===== src/hw/rtl/command_frame_deframer_unit_defines.svh =====
// assertion macros for the command frame deframer
`ifndef COMMAND_FRAME_DEFRAMER_UNIT_DEFINES_SVH
`define COMMAND_FRAME_DEFRAMER_UNIT_DEFINES_SVH

// same-cycle implication, held off during reset
`define CFD_ASSERT_IMPL(label, ante, cons, msg) \
  label: assert property (@(posedge clk) disable iff (!rst_n) (ante) |-> (cons)) \
    else $error(msg);

// next-cycle implication, held off during reset
`define CFD_ASSERT_NEXT(label, ante, cons, msg) \
  label: assert property (@(posedge clk) disable iff (!rst_n) (ante) |=> (cons)) \
    else $error(msg);

`endif


===== src/hw/rtl/cfd_pkg.sv =====
// shared types, constants and crc function for the command frame deframer
package cfd_pkg;

  localparam int MAX_FRAME    = 256;
  localparam int HEADER_BYTES = 7;
  localparam int MIN_FRAME    = HEADER_BYTES + 9;
  localparam int POS_W        = $clog2(MAX_FRAME + 1);
  localparam int SUM_W        = 17;
  localparam int QDEPTH       = 4;
  localparam int QPTR_W       = $clog2(QDEPTH);
  localparam int QLVL_W       = $clog2(QDEPTH + 1);
  localparam int ADDR_W       = 5;
  localparam int DATA_W       = 32;

  localparam logic [15:0] CRC_INIT = 16'hFFFF;
  localparam logic [15:0] CRC_POLY = 16'hA001;
  localparam logic [7:0]  LIMIT_RESET = 8'd200;

  typedef enum logic [2:0] {
    ST_OK        = 3'd0,
    ST_TOO_SHORT = 3'd1,
    ST_BAD_START = 3'd2,
    ST_BAD_END   = 3'd3,
    ST_BAD_CRC   = 3'd4,
    ST_TOO_LONG  = 3'd5
  } status_t;

  typedef enum logic [2:0] {
    REG_START_FIRST   = 3'd0,
    REG_START_SECOND  = 3'd1,
    REG_END_FIRST     = 3'd2,
    REG_END_SECOND    = 3'd3,
    REG_PAYLOAD_LIMIT = 3'd4
  } reg_idx_t;

  typedef struct packed {
    logic [7:0] start_first;
    logic [7:0] start_second;
    logic [7:0] end_first;
    logic [7:0] end_second;
    logic [7:0] payload_limit;
  } cfg_t;

  // one result word between front and back; data holds the payload byte
  // or, on a status word, the accepted payload count
  typedef struct packed {
    logic        is_status;
    logic [7:0]  data;
    status_t     status;
    logic [7:0]  kind;
    logic [7:0]  cmd;
    logic [15:0] seq;
  } entry_t;

  typedef struct packed {
    logic              full;
    logic              empty;
    logic [QLVL_W-1:0] level;
  } q_stat_t;

  typedef struct packed {
    logic        result_kind;
    logic [7:0]  payload_data;
    logic [2:0]  frame_status;
    logic [7:0]  packet_kind;
    logic [7:0]  command_code;
    logic [15:0] sequence_number;
    logic [7:0]  payload_count;
    logic        last_of_frame;
  } out_word_t;

  function automatic logic [15:0] crc_fold(input logic [15:0] crc, input logic [7:0] b);
    logic [15:0] c;
    c = crc ^ {8'h00, b};
    for (int k = 0; k < 8; k++) begin
      c = c[0] ? ((c >> 1) ^ CRC_POLY) : (c >> 1);
    end
    return c;
  endfunction

endpackage


===== src/hw/rtl/cfd_front.sv =====
// front end: byte tracking, crc, field capture and frame classification
module cfd_front (
  input  logic              clk,
  input  logic              rst_n,
  input  logic              acc,
  input  logic [7:0]        byte_in,
  input  logic              last_in,
  input  cfd_pkg::cfg_t     cfg,
  output logic              res_valid,
  output cfd_pkg::entry_t   res
);

  logic [cfd_pkg::POS_W-1:0] pos_r, pos_nxt;
  logic [15:0]               crc_r, crc_nxt;
  logic [7:0]                td_r [4];
  logic [7:0]                td_nxt [4];
  logic [7:0]                fb0_r, fb0_nxt, fb1_r, fb1_nxt;
  logic [7:0]                kind_r, kind_nxt, cmd_r, cmd_nxt;
  logic [15:0]               seq_r, seq_nxt, len_r, len_nxt;
  logic                      ovf_r, ovf_nxt;

  logic                      ovf;
  logic                      len_ok;
  logic [cfd_pkg::SUM_W-1:0] len_end;
  logic                      fits;
  logic                      emit;
  cfd_pkg::status_t          status;

  localparam logic [cfd_pkg::POS_W-1:0] P_MAX  = cfd_pkg::POS_W'(cfd_pkg::MAX_FRAME);
  localparam logic [cfd_pkg::POS_W-1:0] P_HDR  = cfd_pkg::POS_W'(cfd_pkg::HEADER_BYTES);
  localparam logic [cfd_pkg::POS_W-1:0] P_PAY  = cfd_pkg::POS_W'(cfd_pkg::HEADER_BYTES + 8);
  localparam logic [cfd_pkg::POS_W-1:0] P_SHRT = cfd_pkg::POS_W'(cfd_pkg::MIN_FRAME - 1);

  always_comb begin
    ovf     = ovf_r | (pos_r >= P_MAX);
    len_ok  = (len_r != 16'd0) && (len_r <= {8'h00, cfg.payload_limit});
    len_end = {1'b0, len_r} + cfd_pkg::SUM_W'(cfd_pkg::HEADER_BYTES + 8);
    fits    = len_end <= cfd_pkg::SUM_W'(pos_r);
    emit    = !ovf && len_ok && (pos_r >= P_PAY) && (cfd_pkg::SUM_W'(pos_r) < len_end);
    crc_nxt = (!ovf && pos_r >= cfd_pkg::POS_W'(4)) ? cfd_pkg::crc_fold(crc_r, td_r[3]) : crc_r;

    if (ovf) begin
      status = cfd_pkg::ST_TOO_LONG;
    end else if (pos_r < P_SHRT) begin
      status = cfd_pkg::ST_TOO_SHORT;
    end else if (fb0_r != cfg.start_first || fb1_r != cfg.start_second) begin
      status = cfd_pkg::ST_BAD_START;
    end else if (td_r[0] != cfg.end_first || byte_in != cfg.end_second) begin
      status = cfd_pkg::ST_BAD_END;
    end else if (crc_nxt != {td_r[2], td_r[1]}) begin
      status = cfd_pkg::ST_BAD_CRC;
    end else begin
      status = cfd_pkg::ST_OK;
    end

    res_valid     = acc && (last_in || emit);
    res.is_status = last_in;
    res.data      = last_in ? ((len_ok && fits) ? len_r[7:0] : 8'h00) : td_r[2];
    res.status    = status;
    res.kind      = kind_r;
    res.cmd       = cmd_r;
    res.seq       = seq_r;

    pos_nxt  = pos_r;
    fb0_nxt  = fb0_r;
    fb1_nxt  = fb1_r;
    kind_nxt = kind_r;
    cmd_nxt  = cmd_r;
    seq_nxt  = seq_r;
    len_nxt  = len_r;
    ovf_nxt  = ovf;
    for (int i = 0; i < 4; i++) begin
      td_nxt[i] = td_r[i];
    end

    if (!ovf) begin
      if (pos_r == cfd_pkg::POS_W'(0)) fb0_nxt = byte_in;
      if (pos_r == cfd_pkg::POS_W'(1)) fb1_nxt = byte_in;
      if (pos_r == cfd_pkg::POS_W'(2)) kind_nxt = byte_in;
      if (pos_r == P_HDR) cmd_nxt = byte_in;
      if (pos_r == P_HDR + cfd_pkg::POS_W'(1)) seq_nxt[15:8] = byte_in;
      if (pos_r == P_HDR + cfd_pkg::POS_W'(2)) seq_nxt[7:0] = byte_in;
      if (pos_r == P_HDR + cfd_pkg::POS_W'(3)) len_nxt[15:8] = byte_in;
      if (pos_r == P_HDR + cfd_pkg::POS_W'(4)) len_nxt[7:0] = byte_in;
      td_nxt[3] = td_r[2];
      td_nxt[2] = td_r[1];
      td_nxt[1] = td_r[0];
      td_nxt[0] = byte_in;
    end
    if (pos_r < P_MAX) pos_nxt = pos_r + cfd_pkg::POS_W'(1);
  end

  always_ff @(posedge clk) begin
    if (!rst_n || (acc && last_in)) begin
      pos_r  <= '0;
      crc_r  <= cfd_pkg::CRC_INIT;
      fb0_r  <= '0;
      fb1_r  <= '0;
      kind_r <= '0;
      cmd_r  <= '0;
      seq_r  <= '0;
      len_r  <= '0;
      ovf_r  <= 1'b0;
      for (int i = 0; i < 4; i++) begin
        td_r[i] <= '0;
      end
    end else if (acc) begin
      pos_r  <= pos_nxt;
      crc_r  <= crc_nxt;
      fb0_r  <= fb0_nxt;
      fb1_r  <= fb1_nxt;
      kind_r <= kind_nxt;
      cmd_r  <= cmd_nxt;
      seq_r  <= seq_nxt;
      len_r  <= len_nxt;
      ovf_r  <= ovf_nxt;
      for (int i = 0; i < 4; i++) begin
        td_r[i] <= td_nxt[i];
      end
    end
  end

endmodule


===== src/hw/rtl/cfd_queue.sv =====
// short result word queue between front and back
module cfd_queue (
  input  logic              clk,
  input  logic              rst_n,
  input  logic              push_i,
  input  cfd_pkg::entry_t   din,
  input  logic              pop_i,
  output cfd_pkg::entry_t   dout,
  output cfd_pkg::q_stat_t  stat
);

  cfd_pkg::entry_t              mem_r [cfd_pkg::QDEPTH];
  logic [cfd_pkg::QPTR_W-1:0]   wr_r, wr_nxt, rd_r, rd_nxt;
  logic [cfd_pkg::QLVL_W-1:0]   lvl_r, lvl_nxt;
  logic                         do_push, do_pop;

  always_comb begin
    stat.full  = lvl_r == cfd_pkg::QLVL_W'(cfd_pkg::QDEPTH);
    stat.empty = lvl_r == '0;
    stat.level = lvl_r;
    do_push    = push_i && !stat.full;
    do_pop     = pop_i && !stat.empty;
    wr_nxt     = do_push ? wr_r + cfd_pkg::QPTR_W'(1) : wr_r;
    rd_nxt     = do_pop ? rd_r + cfd_pkg::QPTR_W'(1) : rd_r;
    lvl_nxt    = lvl_r + cfd_pkg::QLVL_W'(do_push) - cfd_pkg::QLVL_W'(do_pop);
    dout       = mem_r[rd_r];
  end

  always_ff @(posedge clk) begin
    if (do_push) begin
      mem_r[wr_r] <= din;
    end
  end

  always_ff @(posedge clk) begin
    if (!rst_n) begin
      wr_r  <= '0;
      rd_r  <= '0;
      lvl_r <= '0;
    end else begin
      wr_r  <= wr_nxt;
      rd_r  <= rd_nxt;
      lvl_r <= lvl_nxt;
    end
  end

endmodule


===== src/hw/rtl/cfd_back.sv =====
// back end: result word formatting and output register
module cfd_back (
  input  logic                clk,
  input  logic                rst_n,
  input  logic                q_empty,
  input  cfd_pkg::entry_t     q_head,
  output logic                q_pop,
  input  logic                pop,
  output logic                empty,
  output cfd_pkg::out_word_t  word
);

  logic                valid_r, valid_nxt;
  cfd_pkg::out_word_t  word_r, word_nxt;
  logic                ok;

  always_comb begin
    q_pop     = !q_empty && (!valid_r || pop);
    valid_nxt = q_pop || (valid_r && !pop);
    ok        = q_head.is_status && (q_head.status == cfd_pkg::ST_OK);

    word_nxt.result_kind     = q_head.is_status;
    word_nxt.payload_data    = q_head.is_status ? 8'h00 : q_head.data;
    word_nxt.frame_status    = q_head.is_status ? q_head.status : cfd_pkg::ST_OK;
    word_nxt.packet_kind     = ok ? q_head.kind : 8'h00;
    word_nxt.command_code    = ok ? q_head.cmd : 8'h00;
    word_nxt.sequence_number = ok ? q_head.seq : 16'h0000;
    word_nxt.payload_count   = ok ? q_head.data : 8'h00;
    word_nxt.last_of_frame   = q_head.is_status;

    empty = !valid_r;
    word  = word_r;
  end

  always_ff @(posedge clk) begin
    if (q_pop) begin
      word_r <= word_nxt;
    end
  end

  always_ff @(posedge clk) begin
    if (!rst_n) begin
      valid_r <= 1'b0;
    end else begin
      valid_r <= valid_nxt;
    end
  end

endmodule


===== src/hw/rtl/command_frame_deframer_unit.sv =====
// top level of the command frame deframer
//
// Input side is a queue: drive in_frame_byte and in_frame_end with push; a
// byte is taken at a clock edge where push is high and full is low. Mark the
// final byte of each frame with in_frame_end.
// Result side is a queue: while empty is low the oldest word is on the out_
// ports and pop takes it. Payload bytes come out as words with result_kind 0;
// the final byte of a frame yields one status word with result_kind 1.
// While full is low one byte per cycle is taken and the crc folds one byte
// per cycle. A result word enters the queue at the edge its byte is taken and
// moves from the queue into the output register that drives the out_ ports.
// When pop stays low, a four word queue and the output register fill, then
// full rises and holds off further bytes until words are taken.
// Registers are written over the APB port at byte addresses 0, 4, 8, 12, 16.
// Synchronous reset clears the frame state, empties the queue and loads the
// register reset values.
module command_frame_deframer_unit (
  input  logic                        clk,
  input  logic                        rst_n,
  input  logic                        push,
  output logic                        full,
  input  logic [7:0]                  in_frame_byte,
  input  logic                        in_frame_end,
  output logic                        empty,
  input  logic                        pop,
  output logic                        out_result_kind,
  output logic [7:0]                  out_payload_data,
  output logic [2:0]                  out_frame_status,
  output logic [7:0]                  out_packet_kind,
  output logic [7:0]                  out_command_code,
  output logic [15:0]                 out_sequence_number,
  output logic [7:0]                  out_payload_count,
  output logic                        out_last_of_frame,
  input  logic                        psel,
  input  logic                        penable,
  input  logic                        pwrite,
  input  logic [cfd_pkg::ADDR_W-1:0]  paddr,
  input  logic [cfd_pkg::DATA_W-1:0]  pwdata,
  output logic [cfd_pkg::DATA_W-1:0]  prdata,
  output logic                        pready
);

  `include "command_frame_deframer_unit_defines.svh"

  cfd_pkg::cfg_t       cfg_r, cfg_nxt;
  cfd_pkg::reg_idx_t   reg_idx;
  logic                cfg_wr;
  logic                in_acc;
  logic                res_valid;
  cfd_pkg::entry_t     res;
  cfd_pkg::entry_t     q_head;
  cfd_pkg::q_stat_t    q_stat;
  logic                q_pop;
  cfd_pkg::out_word_t  word;

  always_comb begin
    pready  = 1'b1;
    cfg_wr  = psel && penable && pwrite && pready;
    reg_idx = cfd_pkg::reg_idx_t'(paddr[4:2]);
    cfg_nxt = cfg_r;
    prdata  = '0;
    unique case (reg_idx)
      cfd_pkg::REG_START_FIRST: begin
        prdata[7:0] = cfg_r.start_first;
        if (cfg_wr) cfg_nxt.start_first = pwdata[7:0];
      end
      cfd_pkg::REG_START_SECOND: begin
        prdata[7:0] = cfg_r.start_second;
        if (cfg_wr) cfg_nxt.start_second = pwdata[7:0];
      end
      cfd_pkg::REG_END_FIRST: begin
        prdata[7:0] = cfg_r.end_first;
        if (cfg_wr) cfg_nxt.end_first = pwdata[7:0];
      end
      cfd_pkg::REG_END_SECOND: begin
        prdata[7:0] = cfg_r.end_second;
        if (cfg_wr) cfg_nxt.end_second = pwdata[7:0];
      end
      cfd_pkg::REG_PAYLOAD_LIMIT: begin
        prdata[7:0] = cfg_r.payload_limit;
        if (cfg_wr) cfg_nxt.payload_limit = pwdata[7:0];
      end
      default: begin
        prdata = '0;
      end
    endcase
  end

  always_ff @(posedge clk) begin
    if (!rst_n) begin
      cfg_r.start_first   <= 8'h00;
      cfg_r.start_second  <= 8'h00;
      cfg_r.end_first     <= 8'h00;
      cfg_r.end_second    <= 8'h00;
      cfg_r.payload_limit <= cfd_pkg::LIMIT_RESET;
    end else begin
      cfg_r <= cfg_nxt;
    end
  end

  assign full   = q_stat.full;
  assign in_acc = push && !full;

  cfd_front u_front (
    .clk       (clk),
    .rst_n     (rst_n),
    .acc       (in_acc),
    .byte_in   (in_frame_byte),
    .last_in   (in_frame_end),
    .cfg       (cfg_r),
    .res_valid (res_valid),
    .res       (res)
  );

  cfd_queue u_queue (
    .clk    (clk),
    .rst_n  (rst_n),
    .push_i (res_valid),
    .din    (res),
    .pop_i  (q_pop),
    .dout   (q_head),
    .stat   (q_stat)
  );

  cfd_back u_back (
    .clk     (clk),
    .rst_n   (rst_n),
    .q_empty (q_stat.empty),
    .q_head  (q_head),
    .q_pop   (q_pop),
    .pop     (pop),
    .empty   (empty),
    .word    (word)
  );

  assign out_result_kind     = word.result_kind;
  assign out_payload_data    = word.payload_data;
  assign out_frame_status    = word.frame_status;
  assign out_packet_kind     = word.packet_kind;
  assign out_command_code    = word.command_code;
  assign out_sequence_number = word.sequence_number;
  assign out_payload_count   = word.payload_count;
  assign out_last_of_frame   = word.last_of_frame;

  `CFD_ASSERT_IMPL(a_status_closes, !empty && out_result_kind,
    out_last_of_frame && out_payload_data == 8'h00, "status word without frame close")
  `CFD_ASSERT_IMPL(a_payload_clean, !empty && !out_result_kind,
    !out_last_of_frame && out_frame_status == cfd_pkg::ST_OK && out_payload_count == 8'h00,
    "payload word carries status fields")
  `CFD_ASSERT_IMPL(a_error_clean,
    !empty && out_result_kind && out_frame_status != cfd_pkg::ST_OK,
    out_packet_kind == 8'h00 && out_command_code == 8'h00 && out_payload_count == 8'h00,
    "failed frame reports captured fields")
  `CFD_ASSERT_NEXT(a_full_holds_word, full, !empty, "output register empty after full queue")

endmodule

===== config.mk =====
export PLATFORM = sky130hd
export DESIGN_NAME = command_frame_deframer_unit
export DESIGN_NICKNAME = d
export VERILOG_FILES = /design/src/hw/rtl/cfd_pkg.sv /design/src/hw/rtl/cfd_front.sv /design/src/hw/rtl/cfd_queue.sv /design/src/hw/rtl/cfd_back.sv /design/src/hw/rtl/command_frame_deframer_unit.sv
export VERILOG_INCLUDE_DIRS = /design/src /design/src/hw/rtl
export SDC_FILE = /design/constraint.sdc
export NUM_CORES = 1
export LEC_CHECK = 0
export BUFFER_PORTS_ARGS = -buffer_cell sky130_fd_sc_hd__buf_2
export CAP_MARGIN = 25
export CORE_UTILIZATION = 54
export DETAILED_ROUTE_END_ITERATION = 10
export PLACE_DENSITY = 0.76
export SETUP_SLACK_MARGIN = 0.1
export SLEW_MARGIN = 20
export SYNTH_ARGS = -nofsm -noshare
export SYNTH_HDL_FRONTEND = slang
export SYNTH_SLANG_ARGS = --single-unit

===== constraint.sdc =====
create_clock -name clk -period 5.39 [get_ports clk]
set_clock_uncertainty 0.1 [all_clocks]
set_input_delay 0.539 -clock clk [delete_from_list [all_inputs] [get_ports clk]]
set_output_delay 0.539 -clock clk [all_outputs]
set_load 0.005 [all_outputs]

* After elaboration in Yosys (flattened, before gate mapping)
Memory sizes are Yosys's and may differ from the RTL's. A register that Yosys moved wholly into a read port is not among the register bits.
Cells that the tools add are included.
** Word-level totals
- RAM bits :: 208
- Logic and storage cells :: 153
- Register bits :: 190
- Memories :: 2
- Input port bits :: 53
- Output and inout bits :: 88
** Cells by class
- Bitwise operators :: 15
- Muxes and demuxes :: 31
- Reduce and logical (&&, ||, !) cells :: 47
- Equality and inequality tests :: 17
- Add/subtract/negate cells :: 6
- Magnitude comparators :: 8
** Memory list
- u_queue.mem_r :: words 4, width 44, rd ports 1, clocked after memory_dff 1, write ports 1, line cfd_queue.sv:12 : cfd_pkg::entry_t mem_r [cfd_pkg::QDEPTH];
- u_front.td_r :: words 4, width 8, rd ports 4, clocked after memory_dff 0, write ports 4, line cfd_front.sv:15 : logic [7:0] td_r [4];
** Operators by type and width (number)
- 16-bit two-way mux :: 9
- 8-bit two-way mux :: 6
- 8-bit case mux with 5 select lines :: 1
- 9-bit by 4-bit == test with 1-bit output, second input constant :: 4
- 32-bit two-way mux :: 1
- 8-bit inequality test :: 4
- 2-bit NOT with 3-bit output :: 8
- 3-bit AND reduction :: 8
- 16-bit by 4-bit adder with 17-bit output, second input constant :: 1
- 17-bit by 9-bit <= comparator with 1-bit output :: 1
- 9-bit by 17-bit < comparator with 1-bit output :: 1
- 16-bit by 8-bit <= comparator with 1-bit output :: 1
- 1-bit logical AND :: 16
- 16-bit inequality test :: 1
- 16-bit nonzero test :: 1
- 16-bit by 8-bit bitwise XOR with 16-bit output :: 1
- 3-bit two-way mux :: 5
- 2-bit AND reduction :: 6
- 9-bit by 1-bit adder with 9-bit output, second input constant :: 1
- 9-bit by 1-bit == test with 1-bit output, second input constant :: 1
- 9-bit by 2-bit == test with 1-bit output, second input constant :: 1
- 9-bit by 3-bit == test with 1-bit output, second input constant :: 1
- 9-bit by 3-bit >= comparator with 1-bit output, second input constant :: 1
- 9-bit by 4-bit >= comparator with 1-bit output, second input constant :: 1
- 17 further kinds :: 43

* Depth between registers and ports, before layout
An unclocked memory read counts as a cell.
- Word-level depth :: 25
- Mapped depth :: 18
- Mapped depth without buffers :: 17

* By module
From an unflattened synthesis, not the netlist that was laid out.
** Second synthesis, totals
- Cells, all modules :: 1270
- Area, all modules :: 17355.4 um^2
** By module, submodules not included
- cfd_queue :: instances 1, sequential area each 5465.2 um^2, area each 6892.9 um^2, cells an instance 281
- cfd_front :: instances 1, sequential area each 2762.6 um^2, area each 6376.1 um^2, cells an instance 655
- command_frame_deframer_unit :: instances 1, sequential area each 800.8 um^2, area each 2068.2 um^2, cells an instance 219
- cfd_back :: instances 1, sequential area each 1581.5 um^2, area each 2018.2 um^2, cells an instance 115

* Worst setup path after synthesis
Ideal clock, no wire load.
- Path kind :: input-to-reg
- From :: input pop
- To :: register u_queue.lvl_r[2] (netlist name)
- Path buffers :: 0
- Arrival :: 4.848 ns
- Required time :: 5.175 ns
- Cell stages on the path :: 10
- Slack :: 0.327 ns
- Library setup time :: 0.115 ns
- Path through :: inv_1 -> a21oi_1 -> ha_1 -> inv_1 -> ha_1 -> inv_1 -> fa_1 -> xnor2_1 -> xnor2_1 -> and2_1
** On the way
- Cells in the longest elaborated chain, start to end :: 4
** RTL lines
- start, declared :: line command_frame_deframer_unit.sv:25 : input logic pop,
- 1-bit logical OR :: line cfd_back.sv:18 : q_pop = !q_empty && (!valid_r || pop);
- 1-bit logical AND :: line cfd_back.sv:18
- named net q_pop :: line command_frame_deframer_unit.sv:53 : logic q_pop;
- 1-bit logical AND :: line cfd_queue.sv:22 : do_pop = pop_i && !stat.empty;
- 3-bit by 1-bit subtractor with 3-bit output :: line cfd_queue.sv:25 : lvl_nxt = lvl_r + cfd_pkg::QLVL_W'(do_push) - cfd_pkg::QLVL_W'(do_pop);
- end signal, assigned :: line cfd_queue.sv:43 : lvl_r <= lvl_nxt;
- end, declared :: line cfd_queue.sv:14 : logic [cfd_pkg::QLVL_W-1:0] lvl_r, lvl_nxt;
The timed path passes the listed nets, and every way through them passes these cells.
A chain may end at the register's enable or synchronous reset.

* Worst setup path after layout
- From :: register u_front.len_r[2]
- To :: memory u_queue.mem_r[2][35] (netlist name) (enable)
** On the way
- Cells in the longest elaborated chain, start to end :: 10
- Elaborated cells on any way between the ends :: 13
- Classes of those cells :: 1 x add/sub; 2 x order compare; 2 x mux; 8 x reduce/logical
** RTL lines
- start, declared :: line cfd_front.sv:19 : logic [15:0] seq_r, seq_nxt, len_r, len_nxt;
- start signal, assigned :: line cfd_front.sv:115 : len_r <= len_nxt;
- branches (longest 4 deep; another with 16-bit by 4-bit adder with 17-bit output)
- 1-bit logical AND (*) :: line cfd_front.sv:39 : emit = !ovf && len_ok && (pos_r >= P_PAY) && (cfd_pkg::SUM_W'(pos_r) < len_end);
- 1-bit logical OR (*) :: line cfd_front.sv:56 : res_valid = acc && (last_in || emit);
- 1-bit logical AND (*) :: line cfd_front.sv:56
- 1-bit logical AND (*) :: line cfd_queue.sv:21 : do_push = push_i && !stat.full;
- 1-bit two-way mux (*) :: line cfd_queue.sv:30 : if (do_push) begin
- 1-bit two-way mux (not written as such) (*) :: line cfd_queue.sv:31 : mem_r[wr_r] <= din;
- end, declared :: line cfd_queue.sv:12
Every way passes the cells marked *.

==> impl_metrics.ini <==
[synth]
synth-seq-cells = 400
synth_cell_types = 65
syn_avg_cell_area_um2 = 13.5
yosys_warnings = 0
synth-main-ff-cell = edfxtp_1
syn_area_um2 = 17400
synth_edf_count = 260
async_flop_share_pct = 0
synth-seq-area-share_pct = 61.0
syn_inst = 1289

[place]
io_buffers = 89
dp_hpwl_um = 22200
dpl-instance-area_um2 = 18100
placed_cells = 1726
place_ws_ns = 1.41
place_congestion = 0.881

[worst_setup_path]
critical_path.cell_chain = nor4_2 > nand2b_1 > xor2_1 > ha_1 > nor2b_1 > o21ai_0 > o211ai_1 > a31oi_1 > o211a_1 > and2_2 > buf_4
crit_required_ns = 5.47
cp.arrival_ns = 4.01
crit_path_end_kind = register
critical_path_class = register to register
path_max_fanout = 23
start_kind = register
crit_path_max_incr_delay_ns = 0.60
slowest_stage = and2_2

[global_route]
grt_max_degree = 74
antenna_found_initial = 0
grt_pass1_vias = 10100
overflow = 0
grt_first_pass_wirelength_um = 56400
grt_usage_pct = 22.2

[sta]
max_freq_mhz = 254
setup_viol = 0
grt_setup_unrepaired = no
worst_pin_slew_ns = 0.950
fin_crit_sh_pct = 72.9
setup_slack_ns = 1.46
drv_slew = 0
relSlewSlack_pct = 36.7
holdWs_ns = 0.218
hold_violations = 0
fin_crit_ns = 3.93
tns_ns = 0

[floorplanning]
die_height_um = 182
die_area_um2 = 33000
fp.coreArea_um2 = 31600
die_width_um = 182
ios = 141
start_util_pct = 55.0
rows = 65

[pwr]
p_comb_share_pct = 18.7
p_switching_mw = 2.10
clock_power_share_pct = 33.6
p_per_area_nw_per_um2 = 415
power.total_mw = 8.06
p_int_mw = 5.96
swShare_pct = 26.0
ir_drop_uv = 211
p_leak_nw = 7.34
seq_power_share_pct = 47.7

[hold_path]
min_path_type = input port to register

[job]
max-cap-violations = 0

[clocking]
clk_pin_slew_ns = 0.06
clockBufferDepth = 3
clock_latency_ns = 0.53
cts_sinks = 400
cts_tree = built
postCtsHoldBufs = 0
numCtsBuffers = 40
clockRootBuffer = clkbuf_16
cts_resized = 0
postCtsSetupBuffers = 0
htreeDepth = 2

[cells_and_area]
utilization_pct = 61.3
syn2layout_area_growth_pct = 11.4
diodes = 0
nNetsFinal = 1450
ff_latch_area_um2 = 10600
stdcell_count = 1800
num-fill-cells = 2387
drive_above_1_share_pct = 17.8
multi_input_area_um2 = 6310
design_area_um2 = 19400

[routing]
vias = 10200
drc = 0
wl_per_cell_um = 19.7
drt_wl_total_um = 35500
ant_nets = 0
drt-initial-drc-count = 671
via_per_inst = 5.65
first_pass_iters = 5

[run_status]
status = finished clean
registers in the layout, summed over array words and instances (netlist names), named ones only:
register,cells
u_queue.mem_r,176
u_front.kind_r,8
u_front.pos_r,9
u_queue.lvl_r,3
u_back.word,52
u_front.td_r,32
u_front.ovf_r,1
u_front.fb0_r,8
u_front.cmd_r,8
u_queue.rd_r,2
cfg_r,40
u_queue.wr_r,2
u_front.crc_r,16
u_front.len_r,16
u_back.valid_r,1
u_front.fb1_r,8
u_front.seq_r,16
cell usage after synthesis (27+ instances only):
cell      count  area (µm²)
and3_1       27         169
buf_4        28         210
clkbuf_1     43         161
dfxtp_1     140        2800
edfxtp_1    260        7810
ha_1         29         363
inv_1        36         135
mux2i_1     101        1010
mux4_2       44         991
nand2_1      67         251
nor2_1       94         353
nor2b_1      84         526
xor2_1       51         447
worst paths after layout:
check                                  from                              to  slack [ns]  cells past startpoint
max reg2reg   u_front.len_r[2]$_SDFFE_PP0P_  u_queue.mem_r[2][35]$_DFFE_PP_        1.46                     11
min                               pwdata[6]           cfg_r[6]$_SDFFE_PN1P_        0.22                      3
min reg2reg  u_front.seq_r[10]$_SDFFE_PP0P_  u_queue.mem_r[0][10]$_DFFE_PP_        0.40                      0
max           u_front.len_r[2]$_SDFFE_PP0P_  u_queue.mem_r[2][35]$_DFFE_PP_        1.46                     11
logic make-up after synthesis:
logic type | share of synthesized area (%)
buffers and inverters | 3.43
xor gates and xnor gates | 5.28
AOI/OAI and AO/OA | 4.41
DFF | 61.0
and+or+nand+nor | 11.7
muxes | 12.0
adders and majority gates | 2.20
other | 0.0431
worst max-delay path: cells and delay by family, from the launching register on:
family / cells / cell delay (ns)
fa+ha+maj: 1 / 0.26
flops: 1 / 0.40
buf+inv: 1 / 0.46
simple gates: 4 / 1.31
xor+xnor: 1 / 0.16
compound gates: 4 / 0.87
layout make-up:
cell class | count | share of cell area (%)
clock inverter | 10 | 0.568
tap | 402 | 2.59
inverter | 36 | 0.697
multi-input combinational | 785 | 32.5
sequential | 400 | 54.7
clock buffer | 63 | 6.02
timing repair buffer | 104 | 2.88
layout by cell type, fill, tap and decap left out, types with 7 or more instances in the layout:
master,instances
buf_2,89
conb_1,25
buf_4,15
mux4_2,44
a21oi_1,15
clkbuf_16,40
a22oi_1,18
nor4_1,10
o211ai_1,13
o22ai_1,8
nand2b_1,7
ha_1,29
clkbuf_8,8
nand4_1,13
o21ai_0,23
and3_1,27
and2_1,10
mux2_2,8
dfxtp_1,138
inv_1,36
xnor2_1,22
a21boi_0,8
xor2_1,51
nand3_1,22
clkbuf_1,15
edfxtp_1,260
nor2b_1,83
nand2_1,66
xnor2_2,10
nor3_1,17
mux2i_1,101
nor2_1,94
power by group through the flow:
stage                     clock network, mW  registers [mW]  logic (mW)
after floorplan                           0            3.90        1.05
after detailed placement                  0            3.91        1.52
after global routing                   2.89            3.88        1.64
final                                  2.71            3.84        1.50
after CTS                              2.75            3.85        1.53
after global placement                    0            3.90        1.48
per-layer routing:
metal  GRT usage (%)  routed length, µm  up-vias
li1                -                  -     4785
met1            28.7              15200     5023
met2            38.1              17700      284
met3            3.19               1580       69
met4            7.73               1010        0
met5               0                  0        -
(Power assumes the default switching activity.)
